[config.mk]
export PLATFORM = sky130hd
export DESIGN_NAME = mrc_front
export DESIGN_NICKNAME = d
export VERILOG_FILES = /design/src/sv/mrc_pkg.sv /design/src/sv/mrc_front.sv
export SDC_FILE = /design/constraint.sdc
export NUM_CORES = 1
export LEC_CHECK = 0
export BUFFER_PORTS_ARGS = -buffer_cell sky130_fd_sc_hd__buf_2
export CORE_ASPECT_RATIO = 0.5
export CORE_MARGIN = 10
export CORE_UTILIZATION = 57
export DETAILED_ROUTE_END_ITERATION = 10
export PLACE_DENSITY = 0.83
export SLEW_MARGIN = 20
export SYNTH_ARGS = -nofsm -noshare
export SYNTH_HDL_FRONTEND = slang
export SYNTH_SLANG_ARGS = --single-unit
[constraint.sdc]
create_clock -name clk -period 3.36 [get_ports clk]
set_clock_uncertainty 0.2 [all_clocks]
set_input_delay 0 -clock clk [delete_from_list [all_inputs] [get_ports clk]]
set_output_delay 0 -clock clk [all_outputs]
set_load 0.01 [all_outputs]
[src/sv/mrc_pkg.sv]
`timescale 1ns / 1ps

package mrc_pkg;

  // Defaults for the top-level parameters
  localparam int MAX_REGS_DEF    = 24;
  localparam int FRAME_DEPTH_DEF = 64;

  // Configuration port
  localparam int CFG_ADDR_W = 3;
  localparam int CFG_DATA_W = 16;

  localparam logic [CFG_ADDR_W-1:0] REG_KIND   = 3'd0;
  localparam logic [CFG_ADDR_W-1:0] REG_DEVICE = 3'd1;
  localparam logic [CFG_ADDR_W-1:0] REG_COUNT  = 3'd2;
  localparam logic [CFG_ADDR_W-1:0] REG_START  = 3'd3;
  localparam logic [CFG_ADDR_W-1:0] REG_VALUE  = 3'd4;

  // Request kinds
  localparam logic [1:0] KIND_READ   = 2'd0;
  localparam logic [1:0] KIND_SINGLE = 2'd1;
  localparam logic [1:0] KIND_COIL   = 2'd2;
  localparam logic [1:0] KIND_MULTI  = 2'd3;

  // Function codes
  localparam logic [7:0] FC_READ   = 8'h03;
  localparam logic [7:0] FC_SINGLE = 8'h06;
  localparam logic [7:0] FC_COIL   = 8'h05;
  localparam logic [7:0] FC_MULTI  = 8'h10;

  // Status codes
  localparam logic [3:0] ST_OK        = 4'd0;
  localparam logic [3:0] ST_TRANSPORT = 4'd1;
  localparam logic [3:0] ST_HEADER    = 4'd2;
  localparam logic [3:0] ST_CRC       = 4'd3;
  localparam logic [3:0] ST_BYTE_CNT  = 4'd4;
  localparam logic [3:0] ST_ADDR_ECHO = 4'd5;
  localparam logic [3:0] ST_SHORT_WR  = 4'd6;
  localparam logic [3:0] ST_CNT_ECHO  = 4'd7;
  localparam logic [3:0] ST_VAL_ECHO  = 4'd8;

  // Frame constants
  localparam logic [7:0]  MIN_LEN   = 8'd5;
  localparam logic [7:0]  WRITE_LEN = 8'd8;
  localparam logic [7:0]  LEN_SAT   = 8'd255;
  localparam int          HDR_BYTES = 6;
  localparam logic [15:0] CRC_INIT  = 16'hFFFF;
  localparam logic [15:0] CRC_POLY  = 16'hA001;

  // Queue between front and back
  localparam int QDEPTH = 4;
  localparam int QPTR_W = 2;

  typedef struct packed {
    logic [7:0] data_byte;
    logic       has_byte;
    logic       end_of_frame;
    logic       transport_fail;
  } in_item_t;

  typedef struct packed {
    logic [3:0]  status;
    logic [15:0] reg_value;
    logic [4:0]  reg_index;
    logic        reg_valid;
    logic        last;
  } out_item_t;

  typedef struct packed {
    logic [1:0]  kind;
    logic [7:0]  device;
    logic [4:0]  count;
    logic [15:0] start;
    logic [15:0] value;
  } cfg_t;

  typedef enum logic {
    Q_WRITE,
    Q_VERDICT
  } q_op_t;

  typedef struct packed {
    q_op_t      op;
    logic [7:0] addr;
    logic [7:0] data;
    logic [3:0] status;
    logic [4:0] count;
  } q_entry_t;

  typedef struct packed {
    logic empty;
    logic full;
    logic room2;
  } q_status_t;

  typedef enum logic [1:0] {
    F_IDLE,
    F_CRC,
    F_VERD
  } front_state_t;

  typedef enum logic [1:0] {
    B_IDLE,
    B_HI,
    B_LO,
    B_OUT
  } back_state_t;

  function automatic logic [7:0] func_code(input logic [1:0] kind);
    logic [7:0] fc;
    case (kind)
      KIND_READ:   fc = FC_READ;
      KIND_SINGLE: fc = FC_SINGLE;
      KIND_COIL:   fc = FC_COIL;
      default:     fc = FC_MULTI;
    endcase
    return fc;
  endfunction

endpackage

[src/sv/mrc_front.sv]
`timescale 1ns / 1ps

module mrc_front #(
  parameter int MAX_REGS    = mrc_pkg::MAX_REGS_DEF,
  parameter int FRAME_DEPTH = mrc_pkg::FRAME_DEPTH_DEF
) (
  input  logic               clk,
  input  logic               rst,
  input  logic               in_valid,
  output logic               in_stall,
  input  mrc_pkg::in_item_t  in_data,
  input  mrc_pkg::cfg_t      cfg,
  input  mrc_pkg::q_status_t q_stat,
  output logic               q_push,
  output mrc_pkg::q_entry_t  q_entry
);

  mrc_pkg::front_state_t state, state_next;

  logic [7:0]  len;
  logic [15:0] crc;
  logic [15:0] tail;
  logic [7:0]  hdr [mrc_pkg::HDR_BYTES];
  logic [2:0]  bitcnt;
  logic        eof_q;
  logic        fail_q;

  logic       accept;
  logic       take_byte;
  logic       need_crc;
  logic       store_byte;
  logic [3:0] st;
  logic [7:0] need_len;
  logic [7:0] twice_cnt;

  assign accept     = in_valid && !in_stall;
  assign take_byte  = in_data.has_byte && (len != mrc_pkg::LEN_SAT);
  assign need_crc   = take_byte && (len >= 8'd2);
  assign store_byte = take_byte && ({1'b0, len} < 9'(FRAME_DEPTH));
  assign twice_cnt  = {2'b00, cfg.count, 1'b0};
  assign need_len   = mrc_pkg::MIN_LEN + twice_cnt;

  // Verdict: first failing check wins
  always_comb begin
    st = mrc_pkg::ST_OK;
    if (fail_q) begin
      st = mrc_pkg::ST_TRANSPORT;
    end else if (len < mrc_pkg::MIN_LEN || hdr[0] != cfg.device ||
                 hdr[1] != mrc_pkg::func_code(cfg.kind)) begin
      st = mrc_pkg::ST_HEADER;
    end else if (crc != tail) begin
      st = mrc_pkg::ST_CRC;
    end else if (cfg.kind == mrc_pkg::KIND_READ) begin
      if ({3'b000, cfg.count} > 8'(MAX_REGS) || len < need_len || hdr[2] != twice_cnt) begin
        st = mrc_pkg::ST_BYTE_CNT;
      end
    end else if (hdr[2] != cfg.start[15:8] || hdr[3] != cfg.start[7:0]) begin
      st = mrc_pkg::ST_ADDR_ECHO;
    end else if (len < mrc_pkg::WRITE_LEN) begin
      st = mrc_pkg::ST_SHORT_WR;
    end else if (cfg.kind == mrc_pkg::KIND_MULTI) begin
      if (hdr[4] != 8'h00 || hdr[5] != {3'b000, cfg.count}) begin
        st = mrc_pkg::ST_CNT_ECHO;
      end
    end else if ({hdr[4], hdr[5]} != cfg.value) begin
      st = mrc_pkg::ST_VAL_ECHO;
    end
  end

  always_comb begin
    state_next = state;
    in_stall   = 1'b1;
    q_push     = 1'b0;
    q_entry    = '0;
    case (state)
      mrc_pkg::F_IDLE: begin
        // keep room for this beat's write and a following verdict
        in_stall      = !q_stat.room2;
        q_entry.op    = mrc_pkg::Q_WRITE;
        q_entry.addr  = len;
        q_entry.data  = in_data.data_byte;
        if (accept) begin
          q_push = store_byte;
          if (need_crc) begin
            state_next = mrc_pkg::F_CRC;
          end else if (in_data.end_of_frame) begin
            state_next = mrc_pkg::F_VERD;
          end
        end
      end
      mrc_pkg::F_CRC: begin
        if (bitcnt == 3'd7) begin
          state_next = eof_q ? mrc_pkg::F_VERD : mrc_pkg::F_IDLE;
        end
      end
      mrc_pkg::F_VERD: begin
        q_push         = 1'b1;
        q_entry.op     = mrc_pkg::Q_VERDICT;
        q_entry.status = st;
        q_entry.count  = (st == mrc_pkg::ST_OK && cfg.kind == mrc_pkg::KIND_READ) ?
                         cfg.count : 5'd0;
        state_next     = mrc_pkg::F_IDLE;
      end
      default: state_next = mrc_pkg::F_IDLE;
    endcase
  end

  always_ff @(posedge clk) begin
    if (rst) begin
      state <= mrc_pkg::F_IDLE;
    end else begin
      state <= state_next;
    end
  end

  always_ff @(posedge clk) begin
    if (rst) begin
      len    <= '0;
      crc    <= mrc_pkg::CRC_INIT;
      tail   <= '0;
      bitcnt <= '0;
      for (int i = 0; i < mrc_pkg::HDR_BYTES; i++) hdr[i] <= '0;
    end else begin
      case (state)
        mrc_pkg::F_IDLE: begin
          bitcnt <= '0;
          if (accept && take_byte) begin
            tail <= {in_data.data_byte, tail[15:8]};
            len  <= len + 8'd1;
            if (len < 8'(mrc_pkg::HDR_BYTES)) hdr[len[2:0]] <= in_data.data_byte;
            // fold in the byte leaving the held-back pair
            if (need_crc) crc <= crc ^ {8'h00, tail[7:0]};
          end
        end
        mrc_pkg::F_CRC: begin
          bitcnt <= bitcnt + 3'd1;
          crc    <= crc[0] ? ((crc >> 1) ^ mrc_pkg::CRC_POLY) : (crc >> 1);
        end
        mrc_pkg::F_VERD: begin
          len  <= '0;
          crc  <= mrc_pkg::CRC_INIT;
          tail <= '0;
          for (int i = 0; i < mrc_pkg::HDR_BYTES; i++) hdr[i] <= '0;
        end
        default: ;
      endcase
    end
  end

  always_ff @(posedge clk) begin
    if (accept) begin
      eof_q  <= in_data.end_of_frame;
      fail_q <= in_data.transport_fail;
    end
  end

endmodule

==> insert_results.sql <==
INSERT INTO impl_metrics (metric_group, metric, value, unit) VALUES
('status', 'run_status', 'finished clean', ''),
('placement', 'gp_congestion', '0.8786', ''),
('synthesis', 'synth.largest_area_cell', 'edfxtp_1', ''),
('clocking', 'clk_transition_reported_paths', '70', 'ps'),
('synthesis', 'netlist_area_before_placement', '0.005507', 'mm2'),
('floorplan', 'die_w', '159', 'um'),
('hold_path', 'min_path_type', 'input port to register', ''),
('global_routing', 'grt_pass1_wl', '22430', 'um'),
('critical_path', 'sort_of_element_at_the_start_of_the_critical_path', 'register', ''),
('clocking', 'cts_setup_buffers', '0', ''),
('routing', 'wl_on_met1', '5910', 'um'),
('critical_path', 'cp_slowest_cell', 'dfxtp_1', ''),
('critical_path', 'largest_driver_fanout_on_the_critical_path', '11', ''),
('timing', 'slew_viol_final', '0', ''),
('clocking', 'cts_tree', 'done', ''),
('global_routing', 'grt.overflow.total', '0', ''),
('synthesis', 'netlist_top_cells_area', 'edfxtp_1, dfxtp_1, xnor2_1, and2_1, ha_1', ''),
('clocking', 'cts_num_sinks', '95', ''),
('routing', 'drc_errors', '0', ''),
('floorplan', 'die_h', '89.50', 'um'),
('routing', 'drt_first_iter_violations', '472', ''),
('synthesis', 'synth_async_sr_flop_share', '0', '%'),
('finish', 'ff_latch_area', '0.002402', 'mm2'),
('clocking', 'cts_buffers', '9', ''),
('pwr', 'power_density_of_the_placed_cells', '431.2', 'mW/mm2'),
('synthesis', 'postSynthCellCount', '547', ''),
('synthesis', 'yosys.cell_types.count', '64', ''),
('pwr', 'power_leakage', '2.522', 'nW'),
('timing', 'setup-tns-final', '0', 'ps'),
('routing', 'wire_length_per_cell_after_detailed_routing', '18.31', 'um'),
('clocking', 'clock_tree.buffer_depth', '2', ''),
('synthesis', 'netlist.area_leader.share', '27.27', '%'),
('clocking', 'cts_htree_levels', '3', ''),
('timing', 'timing.max_slew.rel_slack', '32.51', '%'),
('finish', 'area_delta_synth_final', '17.52', '%'),
('floorplan', 'dieArea', '0.01423', 'mm2'),
('timing', 'hold_violation_count_in_the_final_report', '0', ''),
('global_routing', 'grt_usage', '19.72', '%'),
('floorplan', 'ios', '92', ''),
('routing', 'routed-wl-met2', '6711', 'um'),
('pwr', 'vdd_ir_drop_max', '0.2718', 'mV'),
('critical_path', 'critPathKind', 'register to register', ''),
('finish', 'layout.core_utilization', '68.73', '%'),
('synthesis', 'synth_enable_flop_cells', '50', ''),
('synthesis', 'synth.yosys.warnings', '0', ''),
('timing', 'worstMarginPinSlew', '1007', 'ps'),
('timing', 'rsz_0062_raised_after_global_routing', 'no', ''),
('critical_path', 'cp_slowest_stage_delay', '570', 'ps'),
('critical_path', 'timing.critical_path.arrival', '2750', 'ps'),
('floorplan', 'initial_utilization', '58.49', '%'),
('floorplan', 'std_cell_rows', '25', ''),
('pwr', 'total_power', '2.790', 'mW'),
('critical_path', 'worstSetupEndpointType', 'register', ''),
('placement', 'place.port_buffers', '89', ''),
('routing', 'postRouteAntennaNets', '0', ''),
('routing', 'detailedRoute.firstPassIterationCount', '5', ''),
('synthesis', 'ys_ff_latch', '95', ''),
('placement', 'place_hpwl', '9848', 'um'),
('synthesis', 'mappedNetlistNets', '631', ''),
('finish', 'multi_input_comb_area', '0.002913', 'mm2'),
('synthesis', 'mean_instance_size_in_the_synthesized_netlist', '10.07', 'um2'),
('critical_path', 'cp_cell_instances', 'ha_1 > nand3_1 > o21bai_4 > nor3_1 > and3_1 > or3_1', ''),
('flow_run', 'timing.max_cap.violations', '0', ''),
('global_routing', 'grt_max_degree', '48', ''),
('finish', 'layout-drive-gt1-share', '19.66', '%'),
('timing', 'min_period_over_period', '86.28', '%'),
('routing', 'met3_routed_wirelength', '1052', 'um'),
('routing', 'avgViaCountPerCell', '5.799', ''),
('synthesis', 'synth_sequential_area_ratio', '43.63', '%'),
('critical_path', 'required_time_worst_endpoint', '3210', 'ps'),
('timing', 'final.min_clock_period', '2899', 'ps'),
('global_routing', 'number_of_global_route_vias_before_repair', '4486', ''),
('timing', 'setup_viol_count_final', '0', ''),
('routing', 'dr.max_layer_used', 'met4', ''),
('finish', 'final_net_count', '720', ''),
('clocking', 'worst_skew_pair.late_latency', '350', 'ps'),
('synthesis', 'ys_dominant_reg_cell', 'edfxtp_1', ''),
('routing', 'totalWireLength', '14220', 'um'),
('timing', 'max_freq', '344.9', 'MHz'),
('finish', 'n_fill_cell', '694', ''),
('global_routing', 'initial_antenna_violation_count', '1', ''),
('routing', 'route.vias.total', '4506', ''),
('clocking', 'buffer_type_at_the_clock_tree_root', 'clkbuf_16', ''),
('floorplan', 'placeable_area', '0.009415', 'mm2');
[stage by stage]
| step | instance area, um2 | setup slack [ps] | hold slack [ps] | cells |
|---|---|---|---|---|
| floorplan | 5507 | 907.7 | -128.6 | 547 |
| global placement | 6040 | 664.7 | -20.99 | 747 |
| detailed placement | 6040 | 482.2 | -8.971 | 747 |
| CTS | 6462 | 460.0 | 31.75 | 776 |
| global route | 6471 | 253.5 | 64.48 | 777 |
| finish | 6471 | 460.9 | 36.71 | 777 |
[Yosys cell counts (2+ instances only)]
master    number
and3_1         5
xor2_1        18
a21boi_0       2
a22o_1        17
nor3_2         2
a211o_1        8
edfxtp_1      50
and2_1        65
a31oi_1        2
or3_1          8
nor2_1        33
o21a_1         3
nor2b_1        2
nor4_1        19
nor3b_1        3
a21oi_1       23
nand4_1       16
a22oi_1        7
a32oi_1        7
a21o_1         3
nand2_1       17
nor4b_1        2
inv_1         16
nand4b_1       2
nand3b_1       2
o21ai_0       18
ha_1          20
or4_1          5
xnor2_1       53
nand3_1        8
clkbuf_1      21
buf_1          3
buf_2          5
nand2b_1       2
nor3_1         6
dfxtp_1       45
nor4b_4        2
[placed cells by master, fill, tap and decap left out, types with 3 or more instances in the layout]
master	Yosys	final
nor3b_1	3	3
nor3_1	6	6
a32oi_1	7	7
xnor2_1	53	53
or3_1	8	8
buf_2	5	89
inv_1	16	16
a21o_1	3	3
xor2_1	18	18
a22oi_1	7	7
dlygate4sd3_1	0	13
and2_1	65	65
a22o_1	17	17
nand4_1	16	16
edfxtp_1	50	50
a21oi_1	23	23
or4_1	5	5
nand3_1	8	8
buf_4	1	7
o21ai_0	18	18
a211o_1	8	8
dfxtp_1	45	45
o21a_1	3	3
nor4_1	19	18
clkbuf_16	0	10
nor2_1	33	33
and3_1	5	5
ha_1	20	20
nand2_1	17	17
[repair_timing]
item	CTS	global route
hold buffers	13	0
gates resized for setup	0	0
endpoints found under the hold margin	62	0
[final cells by class]
type                       instances  area share [%]
antenna                            1         0.03867
clock buffer                      11           3.925
clock inverter                     5          0.5994
inverter                          17          0.9861
multi-input combinational        404           45.01
sequential                        95           37.12
tap                              135           2.610
timing repair buffer             109           9.706
[cell families (layout without fill, tap and decap cells)]
group,Yosys count,after routing,share of synthesized area [%]
other,0,1,0
AO/OA/AOI/OAI,106,106,14.13
XOR/XNOR,71,71,11.29
multiplexers,1,1,0.1818
buffers and inverters,48,142,3.590
adder cells (fa/ha/maj),20,20,4.544
flip-flops,95,95,43.63
AND/OR/NAND/NOR,206,206,22.63
[power by group]
group / leakage [nW] / internal, mW / total (mW) / switching [mW]
clock network: 0.138 / 0.552 / 0.998 / 0.446
logic: 1.49 / 0.191 / 0.434 / 0.243
registers: 0.891 / 1.30 / 1.36 / 0.0608
total: 2.52 / 2.04 / 2.79 / 0.749
[path summary, 6_finish.rpt]
path,startpoint,endpoint,slack (ps),cells past startpoint
setup / recovery,len[1],hdr[0][7],460,6
hold / removal,q_stat[0],state[0],40,6
hold reg to reg,bitcnt[0],bitcnt[0],330,2
setup reg to reg,len[1],hdr[0][7],460,6
[metal layers]
layer,track usage (%),vias to the layer above
li1,-,2171
met1,22.94,2081
met2,33.99,203
met3,4.733,51
met4,10.53,0
met5,0,-
[state kept, by name, indices dropped and copies added (netlist names)]
register	count
fail_q	1
bitcnt	3
len	8
eof_q	1
crc	16
tail	16
hdr	48
state	2
[critical path, delay by kind of cell (launching register included)]
family | cells | cell delay (ps)
AO/OA/AOI/OAI | 1 | 350
flip-flops | 1 | 570
adder cells (fa/ha/maj) | 1 | 370
AND/OR/NAND/NOR | 4 | 1090
Note: power is estimated with default switching activity, not from simulation.
